==> config.mk <==
export PLATFORM = sky130hd
export DESIGN_NAME = sync_frame_receiver_xor
export DESIGN_NICKNAME = d
export VERILOG_FILES = /design/src/rtl/sfr_pkg.sv /design/src/rtl/sfr_datapath.sv /design/src/rtl/sfr_ctrl.sv /design/src/rtl/sync_frame_receiver_xor.sv
export SDC_FILE = /design/constraint.sdc
export NUM_CORES = 1
export LEC_CHECK = 0
export BUFFER_PORTS_ARGS = -buffer_cell sky130_fd_sc_hd__buf_2
export CAP_MARGIN = 20
export CORE_AREA = 5 5 235 168
export CTS_BUF_LIST = sky130_fd_sc_hd__clkbuf_8
export DETAILED_ROUTE_END_ITERATION = 10
export DIE_AREA = 0 0 240 173
export HOLD_SLACK_MARGIN = 0.15
export PLACE_DENSITY = 0.54
export SYNTH_ARGS = -nofsm -noshare
export SYNTH_HDL_FRONTEND = slang
export SYNTH_SLANG_ARGS = --single-unit
==> constraint.sdc <==
create_clock -name clk -period 2.8 [get_ports clk]
set_clock_uncertainty 0.05 [all_clocks]
set_input_delay 0.14 -clock clk [delete_from_list [all_inputs] [get_ports clk]]
set_output_delay 0.14 -clock clk [all_outputs]
set_load 0.03 [all_outputs]
==> src/rtl/sfr_pkg.sv <==
// Shared constants and controller/datapath interface types for the sync frame receiver.
package sfr_pkg;

  localparam logic [7:0] SYNC_FIRST  = 8'h06;
  localparam logic [7:0] SYNC_SECOND = 8'h85;

  localparam logic [1:0] ST_GOOD = 2'd0;
  localparam logic [1:0] ST_CSUM = 2'd1;
  localparam logic [1:0] ST_LEN  = 2'd2;

  localparam logic [5:0] SIZE_RESET = 6'd32;

  typedef struct packed {
    logic       start_body;
    logic       store;
    logic       emit_err;
    logic [1:0] err_code;
    logic       emit_start;
    logic       emit_rd;
    logic       emit_ld;
  } sfr_cmd_t;

  typedef struct packed {
    logic is_sync1;
    logic is_sync2;
    logic len_ok;
    logic room;
    logic csum_ok;
    logic cnt_zero;
    logic emit_last;
    logic out_free;
  } sfr_sts_t;

endpackage

==> src/rtl/sfr_datapath.sv <==
// Datapath: size register, byte counter, checksum, payload memory and result register.
module sfr_datapath import sfr_pkg::*; #(
  parameter int MAX_PAYLOAD = 32
) (
  input  logic       clk,
  input  logic       rst_n,
  input  logic       cfg_wr_en,
  input  logic [5:0] cfg_payload_size,
  input  logic [7:0] rx_byte,
  input  logic       out_stall,
  input  sfr_cmd_t   cmd,
  output sfr_sts_t   sts,
  output logic       out_valid,
  output logic [1:0] out_status,
  output logic [7:0] out_data_byte,
  output logic [4:0] out_byte_index,
  output logic       out_last_of_run
);

  localparam int CNT_W = $clog2(MAX_PAYLOAD + 1);
  localparam int AW    = (MAX_PAYLOAD > 1) ? $clog2(MAX_PAYLOAD) : 1;
  localparam logic [6:0] MAX_V = 7'(MAX_PAYLOAD);

  logic [5:0]       size_r;
  logic [CNT_W-1:0] cnt_r;
  logic [CNT_W-1:0] idx_r;
  logic [7:0]       csum_r;
  logic [7:0]       rdata_r;
  logic [7:0]       mem [MAX_PAYLOAD];

  logic             out_valid_r;
  logic [1:0]       status_r;
  logic [7:0]       data_r;
  logic [4:0]       index_r;
  logic             last_r;

  logic [6:0]       cnt_ext;
  logic [6:0]       size_ext;
  logic             size_ok;
  logic [CNT_W:0]   idx_inc;
  logic [CNT_W+4:0] idx_wide;
  logic             emit_last;

  assign cnt_ext   = 7'(cnt_r);
  assign size_ext  = {1'b0, size_r};
  assign size_ok   = (size_r != 6'd0) && (size_ext <= MAX_V);
  assign idx_inc   = {1'b0, idx_r} + 1'b1;
  assign idx_wide  = {5'd0, idx_r};
  assign emit_last = (idx_inc == {1'b0, cnt_r});

  always_comb begin
    sts.is_sync1  = (rx_byte == SYNC_FIRST);
    sts.is_sync2  = (rx_byte == SYNC_SECOND);
    sts.len_ok    = size_ok && (rx_byte == {2'b00, size_r});
    sts.room      = (cnt_ext < size_ext) && (cnt_ext < MAX_V);
    sts.csum_ok   = (csum_r == rx_byte);
    sts.cnt_zero  = (cnt_r == '0);
    sts.emit_last = emit_last;
    sts.out_free  = !out_valid_r || !out_stall;
  end

  always_ff @(posedge clk) begin
    if (!rst_n) begin
      size_r      <= SIZE_RESET;
      cnt_r       <= '0;
      csum_r      <= 8'd0;
      out_valid_r <= 1'b0;
    end else begin
      if (cfg_wr_en) begin
        size_r <= cfg_payload_size;
      end
      if (cmd.start_body) begin
        cnt_r  <= '0;
        csum_r <= {2'b00, size_r};
      end else if (cmd.store) begin
        cnt_r  <= cnt_r + 1'b1;
        csum_r <= csum_r ^ rx_byte;
      end
      if (cmd.emit_err || cmd.emit_ld) begin
        out_valid_r <= 1'b1;
      end else if (!out_stall) begin
        out_valid_r <= 1'b0;
      end
    end
  end

  always_ff @(posedge clk) begin
    if (cmd.store) begin
      mem[cnt_r[AW-1:0]] <= rx_byte;
    end
    if (cmd.emit_rd) begin
      rdata_r <= mem[idx_r[AW-1:0]];
    end
    if (cmd.emit_start) begin
      idx_r <= '0;
    end else if (cmd.emit_ld) begin
      idx_r <= idx_inc[CNT_W-1:0];
    end
    if (cmd.emit_err) begin
      status_r <= cmd.err_code;
      data_r   <= 8'd0;
      index_r  <= 5'd0;
      last_r   <= 1'b1;
    end else if (cmd.emit_ld) begin
      status_r <= ST_GOOD;
      data_r   <= rdata_r;
      index_r  <= idx_wide[4:0];
      last_r   <= emit_last;
    end
  end

  assign out_valid       = out_valid_r;
  assign out_status      = status_r;
  assign out_data_byte   = data_r;
  assign out_byte_index  = index_r;
  assign out_last_of_run = last_r;

endmodule

==> src/rtl/sfr_ctrl.sv <==
// Controller: frame parsing state machine and payload emission sequencing.
module sfr_ctrl import sfr_pkg::*; (
  input  logic     clk,
  input  logic     rst_n,
  input  logic     in_valid,
  output logic     in_stall,
  input  sfr_sts_t sts,
  output sfr_cmd_t cmd
);

  typedef enum logic [2:0] {
    S_HUNT,
    S_SYNC2,
    S_LEN,
    S_BODY,
    S_EMIT_RD,
    S_EMIT_LD
  } state_t;

  state_t state_r;
  state_t state_nxt;
  logic   parsing;
  logic   accept;

  assign parsing  = (state_r == S_HUNT) || (state_r == S_SYNC2) ||
                    (state_r == S_LEN) || (state_r == S_BODY);
  assign in_stall = !parsing || !sts.out_free;
  assign accept   = in_valid && !in_stall;

  always_comb begin
    cmd       = '0;
    state_nxt = state_r;
    unique case (state_r)
      S_HUNT: begin
        if (accept && sts.is_sync1) begin
          state_nxt = S_SYNC2;
        end
      end
      S_SYNC2: begin
        if (accept) begin
          if (sts.is_sync2) begin
            state_nxt = S_LEN;
          end else if (!sts.is_sync1) begin
            state_nxt = S_HUNT;
          end
        end
      end
      S_LEN: begin
        if (accept) begin
          if (sts.len_ok) begin
            cmd.start_body = 1'b1;
            state_nxt      = S_BODY;
          end else begin
            cmd.emit_err = 1'b1;
            cmd.err_code = ST_LEN;
            state_nxt    = S_HUNT;
          end
        end
      end
      S_BODY: begin
        if (accept) begin
          if (sts.room) begin
            cmd.store = 1'b1;
          end else if (!sts.csum_ok) begin
            cmd.emit_err = 1'b1;
            cmd.err_code = ST_CSUM;
            state_nxt    = S_HUNT;
          end else if (sts.cnt_zero) begin
            state_nxt = S_HUNT;
          end else begin
            cmd.emit_start = 1'b1;
            state_nxt      = S_EMIT_RD;
          end
        end
      end
      S_EMIT_RD: begin
        cmd.emit_rd = 1'b1;
        state_nxt   = S_EMIT_LD;
      end
      S_EMIT_LD: begin
        if (sts.out_free) begin
          cmd.emit_ld = 1'b1;
          state_nxt   = sts.emit_last ? S_HUNT : S_EMIT_RD;
        end
      end
      default: state_nxt = S_HUNT;
    endcase
  end

  always_ff @(posedge clk) begin
    if (!rst_n) begin
      state_r <= S_HUNT;
    end else begin
      state_r <= state_nxt;
    end
  end

endmodule

==> src/rtl/sync_frame_receiver_xor.sv <==
// Top level of the sync-framed byte receiver with XOR checksum.
//
//   channel | direction | handshake          | payload
//   in_     | input     | in_valid/in_stall  | in_rx_byte
//   out_    | output    | out_valid/out_stall| status, data_byte, byte_index, last_of_run
//   cfg_    | input     | cfg_wr_en          | cfg_payload_size
//
// Header and payload bytes are taken one per cycle while the result register is free.
// A good frame of N bytes is emitted as N results, as the payload memory is read once
// per result with a registered read port; input is stalled during that burst.
// Reset is synchronous and active low; it restores a payload size of 32 and the hunt.
// A stalled result in the result register stalls the input, whatever the next item is.
module sync_frame_receiver_xor import sfr_pkg::*; #(
  parameter int MAX_PAYLOAD = 32
) (
  input  logic       clk,
  input  logic       rst_n,
  input  logic       cfg_wr_en,
  input  logic [5:0] cfg_payload_size,
  input  logic       in_valid,
  output logic       in_stall,
  input  logic [7:0] in_rx_byte,
  output logic       out_valid,
  input  logic       out_stall,
  output logic [1:0] out_status,
  output logic [7:0] out_data_byte,
  output logic [4:0] out_byte_index,
  output logic       out_last_of_run
);

  sfr_cmd_t cmd;
  sfr_sts_t sts;

  sfr_ctrl u_ctrl (
    .clk      (clk),
    .rst_n    (rst_n),
    .in_valid (in_valid),
    .in_stall (in_stall),
    .sts      (sts),
    .cmd      (cmd)
  );

  sfr_datapath #(
    .MAX_PAYLOAD (MAX_PAYLOAD)
  ) u_dp (
    .clk              (clk),
    .rst_n            (rst_n),
    .cfg_wr_en        (cfg_wr_en),
    .cfg_payload_size (cfg_payload_size),
    .rx_byte          (in_rx_byte),
    .out_stall        (out_stall),
    .cmd              (cmd),
    .sts              (sts),
    .out_valid        (out_valid),
    .out_status       (out_status),
    .out_data_byte    (out_data_byte),
    .out_byte_index   (out_byte_index),
    .out_last_of_run  (out_last_of_run)
  );

endmodule

==> impl_results.rst <==
.. list-table::
   :header-rows: 1

   * - Metric
     - Value
   * - Most used flip-flop cell after synthesis
     - sky130_fd_sc_hd__edfxtp_1
   * - CP Launch Point
     - u_dp.size_r[5]
   * - Quantity of I/O buffers inserted on ports
     - 36
   * - Total number of clock tree sinks
     - 310
   * - Clock-pin slew of the registers on the worst-case setup and hold paths
     - 70 ps
   * - Mux share of post-synthesis cell area
     - 0.153
   * - DR vias
     - 7149
   * - Ant. Diodes
     - 0
   * - Static Leak
     - 4.98 nW
   * - Clock Path Buffers
     - 3
   * - Post-layout instance count excluding filler cells
     - 1411
   * - Via count of the first global-routing pass
     - 7154
   * - Power per Cell Area
     - 586 nW/um^2
   * - Vias per cell
     - 5.07
   * - Remaining global-route overflow
     - 0
   * - Total setup violations reported at the end of the flow
     - 0
   * - Routed wirelength normalized by instance count
     - 21.7 microns
   * - Share of synthesized cell area in and, or, nand and nor gates
     - 0.0641
   * - Most common library cell in the layout ignoring fill and taps
     - sky130_fd_sc_hd__edfxtp_1
   * - Post-synthesis async set-or-reset flop share
     - 0
   * - Later-pin clock latency in the skew report
     - 570 ps
   * - Number of buffers inserted during clock tree synthesis
     - 47
   * - Util after Layout
     - 0.413
   * - Global-route wire length before repair
     - 46.0 mm
   * - Detail Placement HPWL
     - 20.7 mm
   * - Number of H-tree levels
     - 2
   * - Sum Neg Setup Slack
     - 0 ps
   * - Yosys reg bits
     - 310
   * - Run status
     - completed
   * - Cells on Worst Hold Path
     - 4
   * - Die height
     - 173 microns
   * - Data required time at the worst endpoint
     - 3010 ps
   * - Share of the clock period used by the worst path
     - 0.953
   * - Stage delay of the slowest cell on the critical path
     - 380 ps
   * - Inst Count DP
     - 1299
   * - Warnings from Yosys
     - 0
   * - Cell Chain, Critical Path
     - inv_1, ha_1, a211o_1, a31oi_1, o211a_1, nand2_1, nor2_1, buf_4
   * - Chip Width
     - 240 microns
   * - Minimum clock period after layout
     - 2670 ps
   * - Endpoint of the lowest-slack register-to-register path
     - u_dp.mem[2][7]
   * - Initial core utilization
     - 0.346
   * - Largest fanout of any net on the critical path
     - 8
   * - Kind of critical path
     - flip-flop to flip-flop
   * - Max Slew Vio Count
     - 0
   * - XOR/XNOR Fraction of Synth Area
     - 0.0192
   * - Critical path arrival
     - 2880 ps
   * - Root Buffer
     - sky130_fd_sc_hd__clkbuf_8
   * - Worst slew margin relative to its limit
     - 0.369
   * - Detailed Route Iter0 Violations
     - 689
   * - Cell Rows
     - 59
   * - Compound-gate portion of the synthesized area
     - 0.0414
   * - Area of the placeable core
     - 36800 sq um
   * - RSZ-0062 raised after global routing
     - no
   * - Pin count of the biggest net entering global routing
     - 36
   * - Kind of launch point of the worst setup path
     - flip-flop
   * - Post-layout total power
     - 8.93 mW
   * - Synthesized instance count
     - 746
   * - Number of library cell types mapped by synthesis
     - 56
   * - GR Util All Layers
     - 0.146
   * - Syn Area/Cell
     - 17.1 sq um
   * - TritonCTS clock tree
     - yes
   * - Type of destination of the critical path
     - flip-flop
   * - Weighted congestion reported at the end of routability-driven placement
     - 0.797
   * - Worst R2R Setup Slack
     - 130 ps
   * - Number of I/O pins
     - 37
   * - Maximum Capacitance Violations
     - 0
   * - Net count after synthesis
     - 775
   * - Number of remaining DRC errors
     - 0
   * - Area growth syn-to-layout
     - 19.4%
   * - Min-Delay Path Class
     - primary input to flip-flop
   * - Floorplan die area
     - 41500 sq um
   * - Number of flops mapped to enable cells by yosys
     - 266
   * - Syn Std Cell Area
     - 12800 sq um
   * - Final Hold Violating Endpoints
     - 0
   * - Total wire length
     - 30.7 mm
   * - Highest-delay cell along the critical path
     - sky130_fd_sc_hd__dfxtp_1
   * - Transition time at the pin with the least slew margin
     - 942 ps
   * - Worst Setup EP
     - u_dp.mem[2][7]
   * - Router iterations before antenna repair
     - 5
   * - Largest family of logic cells by synthesized area
     - multiplexers
   * - Sequential element share of the synthesized area
     - 0.695
   * - Share of cells above drive strength 1
     - 0.301
   * - Launch instance of the worst register-to-register path
     - u_dp.size_r[5]
   * - # nets final
     - 917
   * - Synthesized-area fraction occupied by adder cells
     - 0.00981
   * - Highest Clock Rate
     - 0.375 GHz
   * - Worst supply voltage drop on vdd
     - 299 uV
   * - Number of nets still failing antenna checks after routing
     - 0
   * - Top library cells by usage in the layout, fill and taps aside
     - sky130_fd_sc_hd__edfxtp_1, sky130_fd_sc_hd__mux4_2, sky130_fd_sc_hd__buf_4
   * - Reg2reg path depth
     - 8
   * - Number of antenna violations at the first check in global routing
     - 1
where the power goes:
group / switching, mW / internal, mW / total [mW]
Combinational: 0.133 / 0.0752 / 0.209
Clock: 1.70 / 2.00 / 3.71
Sequential: 0.00840 / 5.01 / 5.01
Total: 1.85 / 7.08 / 8.93
per-stage QoR:
step                      setup WS, ps  area, sq um  hold slack (ps)
final                              132        15200              226
after global routing              9.53        15200              241
after CTS                         52.8        15200              213
after detailed placement          79.6        14000              338
after global placement             107        14000              323
after floorplan                    109        12800              189
kinds of logic (layout without fill, tap and decap cells):
logic type                 after synthesis  count (layout)
muxes                                   94              94
and+or+nand+nor                        176             176
adders and majority gates               10              10
xor gates and xnor gates                28              28
DFF                                    310             310
AOI/OAI and AO/OA                       74              74
buffers and inverters                   54             231
state kept, by name, summed over array words and instances, names as in the netlist, 3 cells and up:
name / flops
u_dp.cnt_r: 6
u_dp.out_byte_index: 5
u_dp.rdata_r: 8
u_ctrl.state_r: 3
u_dp.idx_r: 6
u_dp.size_r: 6
u_dp.mem: 256
u_dp.csum_r: 8
u_dp.out_data_byte: 8
worst min path at each step:
stage / endpoint / slack, ps / startpoint
after detailed placement: u_dp.size_r[0] / 340 / cfg_payload_size[0]
after global routing: u_ctrl.state_r[1] / 240 / in_rx_byte[7]
after CTS: u_ctrl.state_r[1] / 210 / in_rx_byte[7]
final: u_ctrl.state_r[1] / 230 / in_rx_byte[7]
after floorplan: u_dp.mem[0][0] / 190 / in_rx_byte[0]
after global placement: u_dp.size_r[0] / 320 / cfg_payload_size[0]
per-layer routing:
| layer | track usage | wire length [microns] | vias to the layer above |
|---|---|---|---|
| met5 | 0 | 0 | - |
| met4 | 0.0279 | 313 | 0 |
| met3 | 0.0339 | 1870 | 31 |
| met2 | 0.199 | 12900 | 216 |
| met1 | 0.238 | 15600 | 3688 |
| li1 | - | - | 3214 |
Yosys cell counts, drive strengths merged (3+ instances only):
| cell | count | share of area |
|---|---|---|
| edfxtp | 266 | 0.63 |
| mux4 | 80 | 0.14 |
| nor2 | 62 | 0.018 |
| nand2 | 56 | 0.016 |
| dfxtp | 44 | 0.069 |
| clkbuf | 35 | 0.010 |
| a21oi | 33 | 0.016 |
| xnor2 | 20 | 0.014 |
| inv | 13 | 0.0038 |
| nand3 | 12 | 0.0047 |
| o21ai | 12 | 0.0047 |
| ha | 10 | 0.0098 |
| mux2 | 8 | 0.0071 |
| xor2 | 8 | 0.0055 |
| nor3b | 7 | 0.0041 |
| buf | 6 | 0.0030 |
| mux2i | 6 | 0.0047 |
| nand2b | 6 | 0.0029 |
| nor3 | 6 | 0.0024 |
| nand4 | 5 | 0.0025 |
| a211oi | 4 | 0.0027 |
| or3 | 4 | 0.0024 |
| a32oi | 3 | 0.0021 |
| nor2b | 3 | 0.0015 |
| o211ai | 3 | 0.0018 |
| or2 | 3 | 0.0015 |
layout make-up:
| type | count | area, sq um |
|---|---|---|
| timing repair buffer | 134 | 1070 |
| clock inverter | 31 | 200 |
| inverter | 13 | 48.8 |
| tap | 488 | 611 |
| clock buffer | 53 | 729 |
| multi-input combinational | 382 | 3690 |
| fill | 3319 | 21600 |
| sequential | 310 | 8880 |
critical path, delay by kind of cell (launching register included):
kind | cells | cell delay (ps)
AND/OR/NAND/NOR | 2 | 590
flip-flops | 1 | 380
buffers and inverters | 2 | 280
AO/OA/AOI/OAI | 3 | 750
adder cells (fa/ha/maj) | 1 | 310
what timing repair did:
| item | in CTS | in global routing |
|---|---|---|
| resized for setup | 0 | 2 |
| hold buffers | 28 | 0 |
| setup buffers | 0 | 0 |
| endpoints found under the setup margin | 0 | 13 |
| hold endpoints to repair | 145 | 0 |
(Power assumes the default switching activity.)
